**config.mk**
```make
export PLATFORM = sky130hd
export DESIGN_NAME = median_of_small_set
export DESIGN_NICKNAME = d
export VERILOG_FILES = /design/src/rtl/mos_pkg.sv /design/src/rtl/mos_queue.sv /design/src/rtl/mos_sort_row.sv /design/src/rtl/median_of_small_set.sv
export SDC_FILE = /design/constraint.sdc
export NUM_CORES = 1
export LEC_CHECK = 0
export ABC_AREA = 0
export BUFFER_PORTS_ARGS = -buffer_cell sky130_fd_sc_hd__clkbuf_2
export CAP_MARGIN = 20
export CORE_UTILIZATION = 25
export DETAILED_ROUTE_END_ITERATION = 6
export GPL_TIMING_DRIVEN = 0
export RECOVER_POWER = 50
export SLEW_MARGIN = 25
export SYNTH_ARGS = -nofsm -noshare
export SYNTH_HDL_FRONTEND = slang
export SYNTH_SLANG_ARGS = --single-unit
```
**constraint.sdc**
```tcl
create_clock -name aclk -period 7.7 [get_ports aclk]
set_input_delay 0 -clock aclk [delete_from_list [all_inputs] [get_ports aclk]]
set_output_delay 0 -clock aclk [all_outputs]
set_load 0.05 [all_outputs]
```
**src/rtl/mos_pkg.sv**
```systemverilog
// Shared types and constants for the median-of-set block.
package mos_pkg;

    localparam int MAX_ITEMS      = 16;
    localparam int VALUE_BITS     = 8;
    localparam int COUNT_BITS     = 5;
    localparam int MEDX2_BITS     = VALUE_BITS + 1;
    localparam int IDX_BITS       = (MAX_ITEMS > 1) ? $clog2(MAX_ITEMS) : 1;
    localparam int CNT_BITS       = $clog2(MAX_ITEMS + 1);
    localparam int IN_TDATA_BITS  = ((VALUE_BITS + 7) / 8) * 8;
    localparam int OUT_DATA_BITS  = MEDX2_BITS + COUNT_BITS;
    localparam int OUT_TDATA_BITS = ((OUT_DATA_BITS + 7) / 8) * 8;

    localparam int QUEUE_DEPTH    = 4;
    localparam int QPTR_BITS      = $clog2(QUEUE_DEPTH);
    localparam int QLVL_BITS      = QPTR_BITS + 1;

    typedef struct packed {
        logic                  last;
        logic [VALUE_BITS-1:0] value;
    } item_t;

    typedef struct packed {
        logic [QLVL_BITS-1:0] level;
        logic                 full;
    } qstat_t;

    typedef struct packed {
        logic [MEDX2_BITS-1:0] median_x2;
        logic [COUNT_BITS-1:0] count;
        logic                  overflow;
    } result_t;

endpackage

```
**src/rtl/mos_queue.sv**
```systemverilog
// Front end: accepts input items into a short queue ahead of the sorting row.
module mos_queue (
    input  logic            aclk,
    input  logic            aresetn,
    input  logic            push,
    input  mos_pkg::item_t  push_item,
    input  logic            pop,
    output logic            item_valid,
    output mos_pkg::item_t  item,
    output mos_pkg::qstat_t status
);

    mos_pkg::item_t                  slot_reg [mos_pkg::QUEUE_DEPTH];
    logic [mos_pkg::QPTR_BITS-1:0]   wr_ptr_reg, wr_ptr_next;
    logic [mos_pkg::QPTR_BITS-1:0]   rd_ptr_reg, rd_ptr_next;
    logic [mos_pkg::QLVL_BITS-1:0]   level_reg, level_next;
    logic                            do_push;
    logic                            do_pop;

    assign status.level = level_reg;
    assign status.full  = (level_reg == mos_pkg::QLVL_BITS'(mos_pkg::QUEUE_DEPTH));
    assign item_valid   = (level_reg != '0);
    assign item         = slot_reg[rd_ptr_reg];

    assign do_push = push && !status.full;
    assign do_pop  = pop && item_valid;

    always_comb begin
        wr_ptr_next = do_push ? wr_ptr_reg + mos_pkg::QPTR_BITS'(1) : wr_ptr_reg;
        rd_ptr_next = do_pop  ? rd_ptr_reg + mos_pkg::QPTR_BITS'(1) : rd_ptr_reg;
        level_next  = level_reg;
        if (do_push && !do_pop) begin
            level_next = level_reg + mos_pkg::QLVL_BITS'(1);
        end else if (do_pop && !do_push) begin
            level_next = level_reg - mos_pkg::QLVL_BITS'(1);
        end
    end

    always_ff @(posedge aclk) begin
        if (!aresetn) begin
            wr_ptr_reg <= '0;
            rd_ptr_reg <= '0;
            level_reg  <= '0;
        end else begin
            wr_ptr_reg <= wr_ptr_next;
            rd_ptr_reg <= rd_ptr_next;
            level_reg  <= level_next;
        end
    end

    always_ff @(posedge aclk) begin
        if (do_push) begin
            slot_reg[wr_ptr_reg] <= push_item;
        end
    end

endmodule

```
**src/rtl/mos_sort_row.sv**
```systemverilog
// Back end: sorted-insertion row of cells, median pick and result register.
module mos_sort_row (
    input  logic             aclk,
    input  logic             aresetn,
    input  logic             item_valid,
    input  mos_pkg::item_t   item,
    output logic             item_take,
    output logic             res_valid,
    output mos_pkg::result_t res,
    input  logic             res_ready
);

    logic [mos_pkg::VALUE_BITS-1:0] cell_reg  [mos_pkg::MAX_ITEMS];
    logic [mos_pkg::VALUE_BITS-1:0] cell_next [mos_pkg::MAX_ITEMS];
    logic [mos_pkg::CNT_BITS-1:0]   count_reg, count_next;
    logic                           dropped_reg, dropped_next;
    logic                           res_valid_reg, res_valid_next;
    mos_pkg::result_t               res_reg, res_next;

    logic [mos_pkg::MAX_ITEMS-1:0]  gt;
    logic [mos_pkg::MAX_ITEMS-1:0]  occupied;
    logic                           has_room;
    logic [mos_pkg::CNT_BITS-1:0]   count_ins;
    logic                           dropped_ins;
    logic [mos_pkg::IDX_BITS-1:0]   hi_idx;
    logic [mos_pkg::IDX_BITS-1:0]   lo_idx;
    logic [mos_pkg::VALUE_BITS-1:0] med_lo;
    logic [mos_pkg::VALUE_BITS-1:0] med_hi;
    logic [mos_pkg::MEDX2_BITS-1:0] med_sum;
    logic                           closing;

    assign res_valid = res_valid_reg;
    assign res       = res_reg;

    // a closing item needs the result register free
    assign item_take = item_valid && (!item.last || !res_valid_reg || res_ready);
    assign closing   = item_take && item.last;
    assign has_room  = (count_reg < mos_pkg::CNT_BITS'(mos_pkg::MAX_ITEMS));

    always_comb begin
        for (int i = 0; i < mos_pkg::MAX_ITEMS; i++) begin
            gt[i]       = (cell_reg[i] > item.value);
            occupied[i] = (mos_pkg::CNT_BITS'(i) < count_reg);
        end
        // keep cells below the slot, shift those above it, drop the value in between
        for (int i = 0; i < mos_pkg::MAX_ITEMS; i++) begin
            if (occupied[i] && !gt[i]) begin
                cell_next[i] = cell_reg[i];
            end else if (i > 0 && occupied[(i > 0) ? i - 1 : 0] && gt[(i > 0) ? i - 1 : 0]) begin
                cell_next[i] = cell_reg[(i > 0) ? i - 1 : 0];
            end else begin
                cell_next[i] = item.value;
            end
        end
    end

    always_comb begin
        count_ins   = has_room ? count_reg + mos_pkg::CNT_BITS'(1) : count_reg;
        dropped_ins = dropped_reg || !has_room;
        hi_idx      = mos_pkg::IDX_BITS'(count_ins >> 1);
        lo_idx      = count_ins[0] ? hi_idx : hi_idx - mos_pkg::IDX_BITS'(1);
        // a full row keeps its cells, the dropped value never enters
        med_lo      = has_room ? cell_next[lo_idx] : cell_reg[lo_idx];
        med_hi      = has_room ? cell_next[hi_idx] : cell_reg[hi_idx];
        if (count_ins == '0) begin
            med_sum = '0;
        end else begin
            med_sum = {1'b0, med_lo} + {1'b0, med_hi};
        end
    end

    always_comb begin
        count_next     = count_reg;
        dropped_next   = dropped_reg;
        res_valid_next = res_valid_reg && !res_ready;
        res_next       = res_reg;
        if (item_take) begin
            if (item.last) begin
                count_next   = '0;
                dropped_next = 1'b0;
            end else begin
                count_next   = count_ins;
                dropped_next = dropped_ins;
            end
        end
        if (closing) begin
            res_valid_next     = 1'b1;
            res_next.median_x2 = med_sum;
            res_next.count     = mos_pkg::COUNT_BITS'(count_ins);
            res_next.overflow  = dropped_ins;
        end
    end

    always_ff @(posedge aclk) begin
        if (!aresetn) begin
            count_reg     <= '0;
            dropped_reg   <= 1'b0;
            res_valid_reg <= 1'b0;
        end else begin
            count_reg     <= count_next;
            dropped_reg   <= dropped_next;
            res_valid_reg <= res_valid_next;
        end
    end

    always_ff @(posedge aclk) begin
        res_reg <= res_next;
        if (item_take && has_room) begin
            for (int i = 0; i < mos_pkg::MAX_ITEMS; i++) begin
                cell_reg[i] <= cell_next[i];
            end
        end
    end

endmodule

```
**src/rtl/median_of_small_set.sv**
```systemverilog
// Top level of the median-of-set block: input queue feeding the sorting row.
//
// Usage: values stream in on the s_axis channel, one per item; tlast marks
// the item that closes the set (it belongs to the set). For each closing
// item one result leaves on m_axis: twice the median of the kept values
// (one implied fractional bit), the number of values kept, and in tuser a
// flag telling that values beyond the store's capacity were dropped.
// Throughput: one item per cycle sustained while no closing item waits on a
// pending result; the sorting row computes each insertion into its row of
// cells combinationally and registers it. Path: an item enters the
// four-entry input queue at its accepting edge, the row takes it from the
// queue head and registers the result, which drives m_axis_tvalid.
// Stalls: when m_axis_tready is low and a result waits, the row still takes
// items that do not close a set; a closing item waits in the queue, and
// s_axis_tready drops once the queue fills.
// Reset: aresetn (synchronous, active low) empties the queue, clears the
// set count and the dropped flag and withdraws any pending result.
module median_of_small_set (
    input  logic                               aclk,
    input  logic                               aresetn,
    input  logic                               s_axis_tvalid,
    output logic                               s_axis_tready,
    input  logic [mos_pkg::IN_TDATA_BITS-1:0]  s_axis_tdata,  // value
    input  logic                               s_axis_tlast,
    output logic                               m_axis_tvalid,
    input  logic                               m_axis_tready,
    output logic [mos_pkg::OUT_TDATA_BITS-1:0] m_axis_tdata,  // median_x2, count
    output logic                               m_axis_tuser   // overflow
);

    mos_pkg::item_t   in_item;
    mos_pkg::item_t   q_item;
    mos_pkg::qstat_t  q_status;
    logic             q_valid;
    logic             q_take;
    mos_pkg::result_t res;

    assign in_item.value = s_axis_tdata[mos_pkg::VALUE_BITS-1:0];
    assign in_item.last  = s_axis_tlast;
    assign s_axis_tready = !q_status.full;

    mos_queue u_queue (
        .aclk       (aclk),
        .aresetn    (aresetn),
        .push       (s_axis_tvalid),
        .push_item  (in_item),
        .pop        (q_take),
        .item_valid (q_valid),
        .item       (q_item),
        .status     (q_status)
    );

    mos_sort_row u_sort_row (
        .aclk       (aclk),
        .aresetn    (aresetn),
        .item_valid (q_valid),
        .item       (q_item),
        .item_take  (q_take),
        .res_valid  (m_axis_tvalid),
        .res        (res),
        .res_ready  (m_axis_tready)
    );

    assign m_axis_tdata = mos_pkg::OUT_TDATA_BITS'({res.count, res.median_x2});
    assign m_axis_tuser = res.overflow;

    a_queue_level : assert property (@(posedge aclk) disable iff (!aresetn)
        q_status.level <= mos_pkg::QLVL_BITS'(mos_pkg::QUEUE_DEPTH))
        else $error("input queue level beyond its depth");

    a_ovf_full : assert property (@(posedge aclk) disable iff (!aresetn)
        m_axis_tvalid && m_axis_tuser |->
        res.count == mos_pkg::COUNT_BITS'(mos_pkg::MAX_ITEMS))
        else $error("overflow reported with a store that was not full");

    a_nonempty : assert property (@(posedge aclk) disable iff (!aresetn)
        m_axis_tvalid |-> res.count != '0)
        else $error("result for an empty set");

    a_take_valid : assert property (@(posedge aclk) disable iff (!aresetn)
        q_take |-> q_valid)
        else $error("sorting row took an item from an empty queue");

endmodule
```
==> results of run 1 <==
==> path summary, 6_finish.rpt <==
kind,end,slack [ps]
worst max-delay path,u_sort_row.res[14],90
worst min-delay path,u_queue.wr_ptr_reg[1],140
worst max register to register,u_sort_row.res[14],90
worst min register to register,u_sort_row.dropped_reg,470
==> cells by family after synthesis <==
kind of cell,count (synthesis),share of synthesized area (%)
XOR/XNOR,13,0.902
flip-flops,195,33.9
other,1,0.0223
buffers and inverters,153,4.03
adder cells (fa/ha/maj),146,11.0
multiplexers,233,18.5
AO/OA/AOI/OAI,437,17.9
AND/OR/NAND/NOR,447,13.7
==> cell usage after synthesis (9+ instances only) <==
library cell,number
sky130_fd_sc_hd__a211o_1,12
sky130_fd_sc_hd__a211oi_1,43
sky130_fd_sc_hd__a21o_1,14
sky130_fd_sc_hd__a21oi_1,140
sky130_fd_sc_hd__a31oi_1,13
sky130_fd_sc_hd__and2_1,18
sky130_fd_sc_hd__and3_1,11
sky130_fd_sc_hd__buf_2,37
sky130_fd_sc_hd__buf_4,9
sky130_fd_sc_hd__clkbuf_1,30
sky130_fd_sc_hd__dfxtp_1,16
sky130_fd_sc_hd__edfxtp_1,179
sky130_fd_sc_hd__ha_1,144
sky130_fd_sc_hd__inv_1,64
sky130_fd_sc_hd__mux2_2,38
sky130_fd_sc_hd__mux2i_1,136
sky130_fd_sc_hd__mux4_2,58
sky130_fd_sc_hd__nand2_1,97
sky130_fd_sc_hd__nand2b_1,10
sky130_fd_sc_hd__nand3_1,26
sky130_fd_sc_hd__nand4_1,31
sky130_fd_sc_hd__nor2_1,142
sky130_fd_sc_hd__nor2b_1,26
sky130_fd_sc_hd__nor3_1,18
sky130_fd_sc_hd__o211ai_1,17
sky130_fd_sc_hd__o21a_1,12
sky130_fd_sc_hd__o21ai_0,67
sky130_fd_sc_hd__o22ai_1,9
sky130_fd_sc_hd__or3_1,12
sky130_fd_sc_hd__xnor2_1,9
==> metrics by stage <==
| stage | instances | setup WS, ps | hold WS [ps] | area [µm²] | utilization [%] |
|---|---|---|---|---|---|
| 6_report | 2569 | 85.3 | 136 | 18900 | 28.6 |
| 5_1_grt | 2568 | 8.78 | 184 | 18900 | 28.6 |
| 4_1_cts | 2569 | 14.2 | 134 | 19000 | 28.7 |
| 3_5_place_dp | 2526 | -676 | 221 | 18200 | 27.6 |
| 3_3_place_gp | 2519 | -3350 | 216 | 18000 | 27.3 |
| 2_1_floorplan | 1626 | 4.47 | 98.9 | 16800 | - |
==> placed cells by master, fill, tap and decap left out, drive strengths merged, types with 6 or more instances in the layout <==
cell and n:
a22o 6, or3 13, ha 144, o21a 12
inv 72, a211o 12, a21oi 141, dfxtp 16
buf 49, a211oi 45, a21o 14, mux2i 136
and3 11, clkbuf 88, dlygate4sd3 11, a2111oi 7
or2 10, clkinv 6, nand3 26, o21ai 76
and4 8, nor2b 26, nand2b 10, xnor2 10
a31oi 14, mux4 58, o22ai 11, mux2 39
nand2 99, nor4 7, edfxtp 179, a22oi 7
and2 19, o2bb2ai 7, o21bai 6, nand4 33
o211ai 17, nor3 21, a221oi 6, nor2 148
==> layer usage <==
metal / vias up / track usage (%)
li1: 6457 / -
met1: 7498 / 29.2
met2: 1061 / 34.0
met3: 210 / 4.97
met4: 2 / 9.29
met5: - / 0
==> critical path, stage by stage, from the launching register on <==
cell and delay, ps:
sky130_fd_sc_hd__dfxtp_1 460, sky130_fd_sc_hd__ha_1 250, sky130_fd_sc_hd__nand2b_1 90, sky130_fd_sc_hd__xnor2_1 930, sky130_fd_sc_hd__inv_1 580, sky130_fd_sc_hd__ha_1 480, sky130_fd_sc_hd__o21ai_0 290, sky130_fd_sc_hd__a22o_1 190
sky130_fd_sc_hd__buf_2 400, sky130_fd_sc_hd__clkbuf_4 410, sky130_fd_sc_hd__mux4_2 420, sky130_fd_sc_hd__mux2i_1 160, sky130_fd_sc_hd__o22ai_1 200, sky130_fd_sc_hd__or3_1 390, sky130_fd_sc_hd__nor3_1 440, sky130_fd_sc_hd__a32oi_1 160
sky130_fd_sc_hd__ha_1 230, sky130_fd_sc_hd__inv_1 70, sky130_fd_sc_hd__fa_1 210, sky130_fd_sc_hd__nor2b_1 70, sky130_fd_sc_hd__o21ai_0 150, sky130_fd_sc_hd__nand2b_1 110, sky130_fd_sc_hd__a21oi_1 160, sky130_fd_sc_hd__o21bai_1 100
sky130_fd_sc_hd__a21o_1 190, sky130_fd_sc_hd__a21oi_1 150, sky130_fd_sc_hd__nor2_1 60
==> cell type report <==
type	instances	area [µm²]	share of cell area, %
diodes	1	2.50	0.0133
repair buffers	47	313	1.66
flip-flops and latches	195	5700	30.2
well taps	864	1080	5.73
inverters	67	267	1.41
clock buffers	17	425	2.25
clock inverters	15	220	1.17
multi-input cells	1278	10400	55.3
plain buffers	85	438	2.32
==> timing repair <==
action / in CTS / in global routing
resized for setup: 3 / 22
endpoints found under the setup margin: 6 / 5
hold buffers: 11 / 0
hold endpoints to repair: 41 / 0
pin swaps: 0 / 0
==> results.ini, run 1 <==
[worst_setup_path]
worstReg2RegStart = u_sort_row.count_reg[1]
critical_path.startpoint = u_sort_row.count_reg[1]
worst-r2r-cell-count = 26
critPathLaunchType = flop
timing.setup.critical_path_class = reg2reg
critPathCaptureType = flop
cp_data_required_time_ps = 7940
worst_ep_arrival_time_ps = 7850
cp_max_fo = 10

[logic_synthesis]
syn-cell-area_um2 = 16800
synth-main-ff-cell = sky130_fd_sc_hd__edfxtp_1
synth_async_sr_flop_share_pct = 0
syn-instance-count = 1625
post_synth_num_cell_types = 109
syn_avg_cell_area_um2 = 10.3
synth_largest_type_area_fraction_pct = 32.0
synth.largest_area_cell = sky130_fd_sc_hd__edfxtp_1
synth_seq_cells = 195
synth-warning-count = 0
synth_enable_flop_cells = 179
seq_area_frac_synth_pct = 33.9
synth_top_cells_by_area = sky130_fd_sc_hd__edfxtp_1 32%, sky130_fd_sc_hd__ha_1 11%, sky130_fd_sc_hd__mux2i_1 8.1%

[timing]
fin_worst_skew_ps = 15.3
timing.setup.tns_ps = 0
setup_viol = 0
timing.final.max_slew_violations = 23
max-slew-margin-rel_pct = -1.37
achievable-frequency_ghz = 0.131
period_share_pct = 98.9
finalHoldViolations = 0
rsz0062_at_grt = no
tightestPinTransition_ps = 1520
period_minus_slack_ps = 7610

[die]
floorplan.initialDensity_pct = 25.4
ios = 32
fp.coreArea_um2 = 66100
dieHeight_um = 261
std_cell_rows = 94
fp.dieArea_um2 = 68200
die_w_um = 261

[detailed_routing]
initial_drt_markers = 2242
route.detailed.vias_per_inst = 5.93
met2_wirelength_um = 33100
ant_nets = 0
first_pass_iteration_count_of_the_detailed_router = 7
detail_route.drc_violations = 1
dr_wl_met3_um = 8130
wire_per_inst_um = 29.3
vias = 15200
maxUsedRoutingLayer = met5
drt-met1-wl_um = 30400
routed_wirelength_um = 75300

[global_routing]
grt_remaining_overflow = 0
grt_pass1_wl_um = 106000
via_count_of_the_first_global_routing_pass = 14500
maximum_number_of_pins_on_one_net_before_global_route_repair = 26
grt_usage_pct = 21.9
grt_antenna_before_repair = 3

[cts]
clock_tree.htree_level_count = 4
cts_tree = yes
clkLatencyLatePin_ps = 500
cts_post_setup_buffers_inserted = 0
worst_setup_hold_path_clk_slew_ps = 80
clock_path_buffers = 2
cts_sink_cnt = 195
clockRootBuffer = sky130_fd_sc_hd__clkbuf_16
cts_buffers = 17

[run_status]
violations = design-rule violations, max-capacitance violations, max-slew violations
outcome = finished, violations left

[worst_hold_path]
whs_path_depth = 5
timing.hold.worst.class = in2reg
min_from = s_axis_tvalid

[final_layout]
post_route_cells_drive_above_1_share_pct = 14.6
nets = 1850
nFillCells = 6894
largest_register_ffs = 128
areaGrowthSynthToFinish_pct = 12.4

[run]
maxCapViolCount = 1

[placement]
buffer_ports.inserted = 29
post-dp-hpwl_um = 57300
finalWeightedCongestion = 1.07

Power of run 1 is left out: the tool's default activity adds up to more than one toggle a clock period on the data nets, which glitch-free logic cannot reach.
==> run 2, diff against run 1 <==
--- a/config.mk
+++ b/config.mk
@@ -11,6 +11,7 @@
 export CORE_UTILIZATION = 25
 export DETAILED_ROUTE_END_ITERATION = 6
 export GPL_TIMING_DRIVEN = 0
+export PLACE_DENSITY = 0.45
 export RECOVER_POWER = 50
 export SLEW_MARGIN = 25
 export SYNTH_ARGS = -nofsm -noshare
==> results.ini, run 2 (synthesis gave the netlist of run 1 again) <==
[final_layout]
multi_input_comb_area_um2 = 10400
finish.cell_count_without_fillers = 2574
nets = 1853
post_route_cells_drive_above_1_share_pct = 14.9
final_cell_mix = 179 x sky130_fd_sc_hd__edfxtp_1, 144 x sky130_fd_sc_hd__ha_1, 142 x sky130_fd_sc_hd__nor2_1
areaGrowthSynthToFinish_pct = 12.7
seq_area_um2 = 5700
largest_register_ffs = 128
nFillCells = 6925
mostFrequentLayoutCell = sky130_fd_sc_hd__edfxtp_1

[detailed_routing]
ant_nets = 0
initial_drt_markers = 1857
detail_route.drc_violations = 0
route.detailed.vias_per_inst = 5.77
routed_wirelength_um = 79300
wire_per_inst_um = 30.8
vias = 14800
first_pass_iteration_count_of_the_detailed_router = 6

[placement]
finalWeightedCongestion = 0.979
placed_cells = 2528
post-dp-hpwl_um = 60900
buffer_ports.inserted = 29

[cts]
clock_path_buffers = 2
worst_setup_hold_path_clk_slew_ps = 90
cts_buffers = 17
cts_tree = yes
cts_sink_cnt = 195
clock_tree.htree_level_count = 4
clkLatencyLatePin_ps = 530
clockRootBuffer = sky130_fd_sc_hd__clkbuf_16

[global_routing]
grt_remaining_overflow = 0
met3_grt_util_pct = 5.11
grt_usage_pct = 23.4
grt_pass1_wl_um = 111000
grtUsageMet2_pct = 36.0
grtUsageMet1_pct = 31.8
maximum_number_of_pins_on_one_net_before_global_route_repair = 26
via_count_of_the_first_global_routing_pass = 14300
grt_antenna_before_repair = 5
global_route.peak_usage_layer = met2

[run]
maxCapViolCount = 0

[worst_setup_path]
worst-r2r-cell-count = 24
cp_data_required_time_ps = 7970
critPathLaunchType = flop
timing.setup.critical_path_class = reg2reg
crit-reg2reg-capture = u_sort_row.res[12]
critPathCaptureType = flop
cp_max_fo = 16
worst_ep_arrival_time_ps = 7810
r2r_slack_ps = 160

[timing]
fin_worst_skew_ps = 17.1
finalHoldViolations = 0
period_minus_slack_ps = 7540
achievable-frequency_ghz = 0.133
setup_viol = 0
timing.setup.tns_ps = 0
timing.final.max_slew_violations = 0
timing.hold.ws_ps = 88.3
max-slew-margin-rel_pct = 5.25
tightestPinTransition_ps = 1420
rsz0062_at_grt = no
period_share_pct = 97.9

[die]
floorplan.initialDensity_pct = 25.4
fp.coreArea_um2 = 66100
std_cell_rows = 94
fp.dieArea_um2 = 68200
ios = 32
die_w_um = 261
dieHeight_um = 261

[worst_hold_path]
min_from = s_axis_tvalid
hold_path_end = u_queue.wr_ptr_reg[1]
timing.hold.worst.class = in2reg
whs_path_depth = 5

[run_status]
outcome = completed

==> run 2: cell count changes in the layout (fill, tap and decap cells not counted), moves of 2 or more <==
cell,before,now
sky130_fd_sc_hd__clkinv_8,6,2
sky130_fd_sc_hd__clkinvlp_4,4,0
sky130_fd_sc_hd__buf_2,33,36
sky130_fd_sc_hd__buf_4,7,10
sky130_fd_sc_hd__inv_12,4,7
sky130_fd_sc_hd__inv_2,4,7
sky130_fd_sc_hd__clkbuf_4,4,2
sky130_fd_sc_hd__clkinv_2,0,2
sky130_fd_sc_hd__diode_2,1,3
sky130_fd_sc_hd__inv_16,1,3
sky130_fd_sc_hd__inv_4,3,1
==> run 2: cell type report <==
class / instances / area share (%)
multi-input combinational: 1278 / 55.2
inverter: 67 / 1.36
clock buffer: 17 / 2.25
timing repair buffer: 51 / 1.85
buffer: 84 / 2.25
clock inverter: 15 / 1.26
antenna: 3 / 0.0397
sequential: 195 / 30.1
tap: 864 / 5.71
==> run 2: stage by stage <==
stage	utilization (%)	instance area, µm²	setup slack [ps]
floorplan	-	16800	4.47
detailed placement	27.6	18300	-984
global placement	27.3	18000	-3730
finish	28.6	18900	158
global route	28.6	18900	7.51
CTS	28.8	19000	118
==> run 2: per-layer routing <==
layer | vias to the layer above | share of wire (%) | wire length (µm)
li1 | 6501 | - | -
met1 | 7435 | 44 | 34700
met2 | 766 | 44 | 35100
met3 | 145 | 8.3 | 6600
met4 | 2 | 3.5 | 2800
met5 | - | 0.016 | 13
==> run 2: worst max path at each step <==
stage	end	slack (ps)	cells past startpoint
2_1_floorplan	u_sort_row.cell_reg[0][0]	4	7
3_3_place_gp	u_sort_row.cell_reg[8][1]	-3730	6
3_5_place_dp	u_sort_row.res[12]	-980	25
4_1_cts	u_sort_row.res[14]	120	28
5_1_grt	u_sort_row.res[12]	8	24
6_report	u_sort_row.res[12]	160	24
==> run 2: worst max-delay path, stage by stage (launching register included) <==
cell	delay, ps
sky130_fd_sc_hd__dfxtp_1	320
sky130_fd_sc_hd__clkbuf_1	460
sky130_fd_sc_hd__mux4_2	580
sky130_fd_sc_hd__clkbuf_2	570
sky130_fd_sc_hd__inv_2	450
sky130_fd_sc_hd__ha_1	440
sky130_fd_sc_hd__nand4_1	170
sky130_fd_sc_hd__or2_2	350
sky130_fd_sc_hd__and3_1	200
sky130_fd_sc_hd__nor2_2	390
sky130_fd_sc_hd__mux2i_1	140
sky130_fd_sc_hd__a21oi_1	570
sky130_fd_sc_hd__mux2_2	280
sky130_fd_sc_hd__o211ai_1	210
sky130_fd_sc_hd__a32oi_1	530
sky130_fd_sc_hd__ha_1	280
sky130_fd_sc_hd__inv_1	60
sky130_fd_sc_hd__fa_1	370
sky130_fd_sc_hd__nor2b_1	160
sky130_fd_sc_hd__o21ai_0	100
sky130_fd_sc_hd__nand2b_1	120
sky130_fd_sc_hd__a21oi_1	80
sky130_fd_sc_hd__o21bai_1	200
sky130_fd_sc_hd__xnor2_1	160
sky130_fd_sc_hd__nor2_1	70
==> run 2: repair_timing <==
action	4_1_cts	5_1_grt
hold buffers	11	0
setup endpoints to repair	8	3
hold endpoints to repair	46	0
buffers inserted	0	2
resized for setup	8	7
Power of run 2 is left out for the same reason.
